`src/design/tgr_pkg.sv`:
```
// Shared types, widths and wrap helpers for the toroidal grid recenter unit.
`timescale 1ns / 1ps
`default_nettype none

package tgr_pkg;

    localparam int COORD_W = 16;
    localparam int SLOT_W  = 6;
    localparam int IDX_W   = 3;

    typedef struct packed {
        logic                      mode;
        logic signed [COORD_W-1:0] new_center_x;
        logic signed [COORD_W-1:0] new_center_z;
    } t_cmd;

    typedef struct packed {
        logic [SLOT_W-1:0]         slot_index;
        logic signed [COORD_W-1:0] tile_x;
        logic signed [COORD_W-1:0] tile_z;
        logic                      last;
    } t_result;

    // Cursor control from the sequencer to the slot cursor.
    typedef struct packed {
        logic             load;
        logic [IDX_W-1:0] col;
        logic [IDX_W-1:0] row;
        logic             step_col;
        logic             step_row;
    } t_cur_ctl;

    function automatic logic [IDX_W-1:0] wrap_inc(input logic [IDX_W-1:0] v,
                                                  input int unsigned gs);
        logic [IDX_W-1:0] r;
        if (32'(v) == gs - 1) begin
            r = '0;
        end else begin
            r = v + IDX_W'(1);
        end
        return r;
    endfunction

    function automatic logic [IDX_W-1:0] wrap_dec(input logic [IDX_W-1:0] v,
                                                  input int unsigned gs);
        logic [IDX_W-1:0] r;
        if (v == '0) begin
            r = IDX_W'(gs - 1);
        end else begin
            r = v - IDX_W'(1);
        end
        return r;
    endfunction

endpackage

`default_nettype wire

```
`src/design/tgr_slot_cursor.sv`:
```
// Storage cursor: wrapping column/row counters and the slot address they select.
`timescale 1ns / 1ps
`default_nettype none

module tgr_slot_cursor #(
    parameter int GRID_SIZE = 8
) (
    input  wire logic                     i_clk,
    input  wire tgr_pkg::t_cur_ctl        i_ctl,
    output logic [tgr_pkg::SLOT_W-1:0]    o_slot,
    output logic                          o_col_end
);
    import tgr_pkg::*;

    logic [IDX_W-1:0] r_col;
    logic [IDX_W-1:0] r_row;

    always_ff @(posedge i_clk) begin
        if (i_ctl.load) begin
            r_col <= i_ctl.col;
            r_row <= i_ctl.row;
        end else begin
            if (i_ctl.step_col) begin
                r_col <= wrap_inc(r_col, GRID_SIZE);
            end
            if (i_ctl.step_row) begin
                r_row <= wrap_inc(r_row, GRID_SIZE);
            end
        end
    end

    // row * GRID_SIZE + col, constant multiplier on a 3-bit value
    assign o_slot    = SLOT_W'(r_row) * SLOT_W'(GRID_SIZE) + SLOT_W'(r_col);
    assign o_col_end = (32'(r_col) == GRID_SIZE - 1);

endmodule

`default_nettype wire

```
`src/design/toroidal_grid_recenter_unit.sv`:
```
// Top level: scrolling tile grid recenter sequencer with registered result port.
// Accept moves the sequencer to its run state; each run cycle loads the result register, one result per cycle.
// Shift item: GRID_SIZE results, busy while they are produced; a new command is accepted once busy is low.
// Init item: GRID_SIZE*GRID_SIZE results, busy while they are produced.
// A shift to the current center emits nothing and leaves busy low.
// Synchronous active-low reset clears center, origin, sequencer and strobe.
`timescale 1ns / 1ps
`default_nettype none

module toroidal_grid_recenter_unit #(
    parameter int GRID_SIZE = 8
) (
    input  wire logic             i_clk,
    input  wire logic             i_rst_n,
    input  wire logic             start,
    input  wire tgr_pkg::t_cmd    i_cmd,
    output logic                  busy,
    output logic                  o_valid,
    output tgr_pkg::t_result      o_result
);
    import tgr_pkg::*;

    localparam int CNT_W = $clog2(GRID_SIZE * GRID_SIZE);
    localparam logic signed [COORD_W-1:0] HALF = COORD_W'(GRID_SIZE / 2);
    localparam logic signed [COORD_W-1:0] ONE  = COORD_W'(1);

    typedef enum logic {S_IDLE, S_RUN} t_state;
    typedef enum logic [1:0] {K_INIT, K_COL, K_ROW} t_kind;

    t_state                    r_state;
    t_kind                     r_kind;
    logic [CNT_W-1:0]          r_left;
    logic signed [COORD_W-1:0] r_center_col;
    logic signed [COORD_W-1:0] r_center_row;
    logic [IDX_W-1:0]          r_origin_col;
    logic [IDX_W-1:0]          r_origin_row;
    logic signed [COORD_W-1:0] r_tx;
    logic signed [COORD_W-1:0] r_tz;
    logic signed [COORD_W-1:0] r_tx_base;

    t_cur_ctl          cur_ctl;
    logic [SLOT_W-1:0] cur_slot;
    logic              cur_col_end;
    logic              accept;
    logic              dx;
    logic              dz;
    logic [IDX_W-1:0]  org_col_dec;
    logic [IDX_W-1:0]  org_row_dec;

    assign accept      = start && (r_state == S_IDLE);
    assign busy        = (r_state == S_RUN);
    assign dx          = (i_cmd.new_center_x != r_center_col);
    assign dz          = (i_cmd.new_center_z != r_center_row);
    assign org_col_dec = wrap_dec(r_origin_col, GRID_SIZE);
    assign org_row_dec = wrap_dec(r_origin_row, GRID_SIZE);

    always_comb begin
        cur_ctl = '0;
        if (accept) begin
            cur_ctl.load = 1'b1;
            if (i_cmd.mode) begin
                cur_ctl.col = '0;
                cur_ctl.row = '0;
            end else if (dx) begin
                cur_ctl.col = (i_cmd.new_center_x > r_center_col) ? r_origin_col
                                                                 : org_col_dec;
                cur_ctl.row = r_origin_row;
            end else begin
                cur_ctl.col = r_origin_col;
                cur_ctl.row = (i_cmd.new_center_z > r_center_row) ? r_origin_row
                                                                 : org_row_dec;
            end
        end else if (r_state == S_RUN) begin
            unique case (r_kind)
                K_INIT: begin
                    cur_ctl.step_col = 1'b1;
                    cur_ctl.step_row = cur_col_end;
                end
                K_COL:   cur_ctl.step_row = 1'b1;
                K_ROW:   cur_ctl.step_col = 1'b1;
                default: cur_ctl.step_col = 1'b0;
            endcase
        end
    end

    tgr_slot_cursor #(
        .GRID_SIZE (GRID_SIZE)
    ) u_cursor (
        .i_clk     (i_clk),
        .i_ctl     (cur_ctl),
        .o_slot    (cur_slot),
        .o_col_end (cur_col_end)
    );

    always_ff @(posedge i_clk) begin
        if (!i_rst_n) begin
            r_state      <= S_IDLE;
            r_kind       <= K_INIT;
            r_left       <= '0;
            r_center_col <= '0;
            r_center_row <= '0;
            r_origin_col <= '0;
            r_origin_row <= '0;
            o_valid      <= 1'b0;
        end else begin
            o_valid <= 1'b0;
            unique case (r_state)
                S_IDLE: begin
                    if (accept) begin
                        if (i_cmd.mode) begin
                            r_center_col <= i_cmd.new_center_x;
                            r_center_row <= i_cmd.new_center_z;
                            r_origin_col <= '0;
                            r_origin_row <= '0;
                            r_tx         <= i_cmd.new_center_x - HALF;
                            r_tx_base    <= i_cmd.new_center_x - HALF;
                            r_tz         <= i_cmd.new_center_z - HALF;
                            r_kind       <= K_INIT;
                            r_left       <= CNT_W'(GRID_SIZE * GRID_SIZE - 1);
                            r_state      <= S_RUN;
                        end else if (dx) begin
                            r_tz   <= r_center_row - HALF;
                            r_kind <= K_COL;
                            r_left <= CNT_W'(GRID_SIZE - 1);
                            r_state <= S_RUN;
                            if (i_cmd.new_center_x > r_center_col) begin
                                r_center_col <= r_center_col + ONE;
                                r_tx         <= r_center_col + HALF;
                                r_origin_col <= wrap_inc(r_origin_col, GRID_SIZE);
                            end else begin
                                r_center_col <= r_center_col - ONE;
                                r_tx         <= r_center_col - (HALF + ONE);
                                r_origin_col <= org_col_dec;
                            end
                        end else if (dz) begin
                            r_tx   <= r_center_col - HALF;
                            r_kind <= K_ROW;
                            r_left <= CNT_W'(GRID_SIZE - 1);
                            r_state <= S_RUN;
                            if (i_cmd.new_center_z > r_center_row) begin
                                r_center_row <= r_center_row + ONE;
                                r_tz         <= r_center_row + HALF;
                                r_origin_row <= wrap_inc(r_origin_row, GRID_SIZE);
                            end else begin
                                r_center_row <= r_center_row - ONE;
                                r_tz         <= r_center_row - (HALF + ONE);
                                r_origin_row <= org_row_dec;
                            end
                        end
                    end
                end
                S_RUN: begin
                    o_valid             <= 1'b1;
                    o_result.slot_index <= cur_slot;
                    o_result.tile_x     <= r_tx;
                    o_result.tile_z     <= r_tz;
                    o_result.last       <= (r_left == '0);
                    r_left              <= r_left - CNT_W'(1);
                    if (r_left == '0) begin
                        r_state <= S_IDLE;
                    end
                    unique case (r_kind)
                        K_INIT: begin
                            // end of a storage row: restart column coordinate
                            if (cur_col_end) begin
                                r_tx <= r_tx_base;
                                r_tz <= r_tz + ONE;
                            end else begin
                                r_tx <= r_tx + ONE;
                            end
                        end
                        K_COL:   r_tz <= r_tz + ONE;
                        K_ROW:   r_tx <= r_tx + ONE;
                        default: r_tx <= r_tx;
                    endcase
                end
                default: r_state <= S_IDLE;
            endcase
        end
    end

endmodule

`default_nettype wire

```
`config.mk`:
```
export PLATFORM = sky130hd
export DESIGN_NAME = toroidal_grid_recenter_unit
export DESIGN_NICKNAME = d
export VERILOG_FILES = /design/src/design/tgr_pkg.sv /design/src/design/tgr_slot_cursor.sv /design/src/design/toroidal_grid_recenter_unit.sv
export SDC_FILE = /design/constraint.sdc
export NUM_CORES = 1
export LEC_CHECK = 0
export BUFFER_PORTS_ARGS = -buffer_cell sky130_fd_sc_hd__buf_4
export CAP_MARGIN = 20
export CORE_MARGIN = 3
export CORE_UTILIZATION = 60
export DETAILED_ROUTE_END_ITERATION = 8
export PLACE_DENSITY = 0.83
export SLEW_MARGIN = 10
export SYNTH_ARGS = -nofsm -noshare
export SYNTH_HDL_FRONTEND = slang
export SYNTH_SLANG_ARGS = --single-unit
```
`constraint.sdc`:
```
create_clock -name i_clk -period 11.2 [get_ports i_clk]
set_clock_uncertainty 0.1 [all_clocks]
set_input_delay 1.12 -clock i_clk [delete_from_list [all_inputs] [get_ports i_clk]]
set_output_delay 1.12 -clock i_clk [all_outputs]
set_load 0.03 [all_outputs]
```
==> impl_metrics.json <==
{
  "status": "finished clean",
  "synthMuxAreaShare_pct": 2.11,
  "start_util_pct": 61.6,
  "crit_chain": "inv_1 -> ha_1 -> nand4_1 -> nor3_1 -> o21ai_0 -> o211ai_1 -> mux2_2 -> fa_1 -> a21o_1 -> a311o_1 -> nand2_1 -> o21ai_0 -> o41ai_1 -> o21ai_0 -> xor2_1 -> nand3_1 -> o311ai_0",
  "async_flop_share_pct": 0,
  "max_freq_ghz": 0.182,
  "die-area_sq_um": 19500,
  "final_nets": 1406,
  "place.gp.congestion": 1.05,
  "synth-adder-area-share_pct": 10.8,
  "gr-usage-met3_pct": 9.28,
  "whs_path_depth": 2,
  "critPathLaunch": "r_center_col[10]",
  "critPathKind": "reg -> reg",
  "htreeDepth": 4,
  "io_pins": 77,
  "track_usage_pct": 32.4,
  "die_width_um": 140,
  "cts_sinks": 141,
  "ys_seq_area_share_pct": 35.1,
  "rr_endpoint": "r_center_col[14]",
  "post-route-min-period_ns": 5.49,
  "final_cell_mix": "104 x nand2_1, 99 x nor2_1, 93 x edfxtp_1",
  "synth-simple-area-share_pct": 21.3,
  "synth_xor_area_share_pct": 7.04,
  "combinationalPowerShare_pct": 33.8,
  "worst-path-stages": 17,
  "reg2reg_from": "r_center_col[10]",
  "ant_nets": 0,
  "cts_hold_buffers": 0,
  "wl_per_cell_um": 21.1,
  "port_buffers": 76,
  "setup_tns_ns": 0,
  "synth-compound-area-share_pct": 19.2,
  "multiInputGateArea_sq_um": 6490,
  "clk_latency_ns": 0.43,
  "numCtsBuffers": 17,
  "drc_errors": 0,
  "synthFlopType": "edfxtp_1",
  "cts_tree": "yes",
  "hold_viol_final": 0,
  "clk_pin_slew_ns": 0.07,
  "setup_violations": 0,
  "slew_headroom_pct": 31.0,
  "dp_hpwl_um": 23100,
  "grt-busiest-layer": "met1",
  "p_int_w": 0.00114,
  "root_buffer": "clkbuf_16",
  "syn_avg_cell_area_sq_um": 8.72,
  "finalWirelength_um": 32000,
  "reg2regPathDepth": 17,
  "sw_frac_of_total_pct": 37.9,
  "grt_util_met1_pct": 48.1,
  "grt_pass1_wl_um": 50700,
  "n_fill_cell": 1336,
  "dieHeight_um": 140,
  "postCtsSetupRepairBufs": 0,
  "antenna_cells": 0,
  "power.density_nw_per_um2": 153,
  "viasPerCell": 6.64,
  "drt_iter0_markers": 1544,
  "cpMostUsedCell": "o21ai_0",
  "synthCells": 1227,
  "synth_top_family_by_area": "simple AND/OR/NAND/NOR gates",
  "slew_violations": 0,
  "switchingPower_w": 0.000695,
  "syn_area_sq_um": 10700,
  "synth_edf_count": 93,
  "peakVddDrop_mv": 0.136,
  "vias": 10067,
  "area_delta_synth_final_pct": 12.3,
  "syn_nets": 1354,
  "drive_above_1_share_pct": 11.9,
  "synth_seq_cells": 141,
  "power_frac_clock_pct": 30.4,
  "min_period_over_period_pct": 49.0,
  "drv_cap": 0,
  "regArea_sq_um": 3750,
  "cts_resized": 0,
  "startpoint_type": "register",
  "endpoint_kind": "register",
  "grt_max_degree": 89,
  "r2r_slack_ns": 5.71,
  "path_buf_inv": 1,
  "grt_antenna_before_repair": 1,
  "cp.arrival_ns": 5.68,
  "worstSetupEndpoint": "r_center_col[14]",
  "synthDistinctLibCells": 80,
  "core_area_sq_um": 17400,
  "worstMarginPinSlew_ns": 1.03,
  "seqPwrFrac_pct": 35.9,
  "slowest_delay_ns": 0.66,
  "p_leak_nw": 4.65,
  "grtUsageMet2_pct": 46.5,
  "fin_util_pct": 69.2,
  "cp_max_fo": 26,
  "rsz0062_at_grt": "no",
  "rows": 48,
  "cp_slowest_cell": "mux2_2",
  "firstDrtPassIters": 6,
  "clk_path_buf_depth": 2,
  "hold_path.class": "reg -> reg",
  "grt_pass1_vias": 9289,
  "ys_warn_count": 0,
  "final_common_cell": "nand2_1",
  "required_ns": 11.39,
  "critical-path-top-delay-family": "compound AO/OA/AOI/OAI gates",
  "grt_overflow": 0
}
==> routing by layer <==
metal	part of all wire (%)	routed length [um]
met5	0.041	13
met1	43	13900
met2	42	13600
met3	12	3800
met4	2.2	713
==> power groups by stage <==
stage | Combinational (W) | Clock (W) | Sequential (W)
after global placement | 0.000586 | 0 | 0.000665
after global routing | 0.000683 | 0.000582 | 0.000663
after CTS | 0.000603 | 0.000558 | 0.000656
after floorplan | 0.000436 | 0 | 0.000663
after detailed placement | 0.000597 | 0 | 0.000667
final | 0.000619 | 0.000558 | 0.000658
==> layout make-up <==
| cell class | count | area share [%] |
|---|---|---|
| repair buffers | 90 | 5.69 |
| clock inverters | 15 | 1.19 |
| inverters | 61 | 1.95 |
| clock buffers | 17 | 3.54 |
| flip-flops and latches | 141 | 31.2 |
| multi-input cells | 968 | 54.1 |
| well taps | 225 | 2.34 |
==> worst min-delay path, delay by kind of cell (launching register included) <==
family | cells | cell delay (ns)
flip-flops | 1 | 0.31
AND/OR/NAND/NOR | 1 | 0.06
AO/OA/AOI/OAI | 1 | 0.06
==> stage by stage <==
step / hold WS (ns) / total power (W) / area (sq um) / instances / worst slack (ns)
after floorplan: 0.331 / 0.00110 / 10700 / 1227 / 6.29
after global placement: 0.345 / 0.00125 / 11400 / 1483 / 5.47
after detailed placement: 0.358 / 0.00126 / 11400 / 1483 / 5.42
after CTS: 0.367 / 0.00182 / 12000 / 1515 / 5.80
after global routing: 0.395 / 0.00193 / 12000 / 1517 / 5.26
final: 0.374 / 0.00184 / 12000 / 1517 / 5.71
==> how the worst min path moves through the flow <==
| stage | from | to | slack (ns) |
|---|---|---|---|
| finish | r_kind[1] | r_kind[1] | 0.37 |
| global route | r_tz[15] | o_result[16] | 0.40 |
| CTS | r_kind[1] | r_kind[1] | 0.37 |
| detailed placement | r_kind[1] | r_kind[1] | 0.36 |
| global placement | r_kind[1] | r_kind[1] | 0.35 |
| floorplan | u_cursor.r_col[1] | o_result[34] | 0.33 |
==> cell families after synthesis <==
kind of cell	after synthesis
xor gates and xnor gates	86
muxes	20
AOI/OAI and AO/OA	318
and+or+nand+nor	453
adders and majority gates	91
buffers and inverters	118
DFF	141
==> synthesized netlist by cell type, types with 3 or more instances <==
| cell type | instances | area, sq um |
|---|---|---|
| nor4_1 | 26 | 163 |
| mux2_2 | 9 | 101 |
| nand4_1 | 27 | 169 |
| a221oi_1 | 12 | 105 |
| edfxtp_1 | 93 | 2790 |
| o32ai_1 | 3 | 26.3 |
| clkbuf_1 | 48 | 180 |
| nand3_1 | 51 | 255 |
| a22o_1 | 4 | 35.0 |
| or3_1 | 11 | 68.8 |
| o311ai_0 | 6 | 52.6 |
| o221ai_1 | 4 | 35.0 |
| o211ai_1 | 14 | 105 |
| a21oi_1 | 77 | 385 |
| buf_2 | 5 | 25.0 |
| nor3b_1 | 5 | 37.5 |
| nand2b_1 | 7 | 43.8 |
| mux2i_1 | 9 | 90.1 |
| nor2_1 | 100 | 375 |
| and2_1 | 11 | 68.8 |
| o31ai_1 | 6 | 45.0 |
| xnor2_1 | 44 | 385 |
| or4_1 | 8 | 60.1 |
| o41ai_1 | 4 | 35.0 |
| a31oi_1 | 15 | 93.8 |
| and3_1 | 19 | 119 |
| o21bai_1 | 4 | 30.0 |
| o22ai_1 | 10 | 62.6 |
| nand2_1 | 104 | 390 |
| inv_1 | 59 | 221 |
| o21a_1 | 4 | 30.0 |
| a21o_1 | 16 | 120 |
| nor2b_1 | 10 | 62.6 |
| dfxtp_1 | 48 | 961 |
| nor3_1 | 58 | 290 |
| xor2_1 | 42 | 368 |
| ha_1 | 89 | 1110 |
| a211oi_1 | 32 | 240 |
| o21ai_0 | 80 | 400 |
| a22oi_1 | 5 | 37.5 |
==> registers in the layout, summed over array words and instances, names as in the netlist <==
signal,flops
r_center_row,16
o_result,39
r_kind,2
r_tz,16
r_origin_row,3
r_tx_base,16
r_left,6
busy,1
r_origin_col,3
u_cursor.r_row,3
r_center_col,16
o_valid,1
u_cursor.r_col,3
r_tx,16
(Power assumes the default switching activity.)
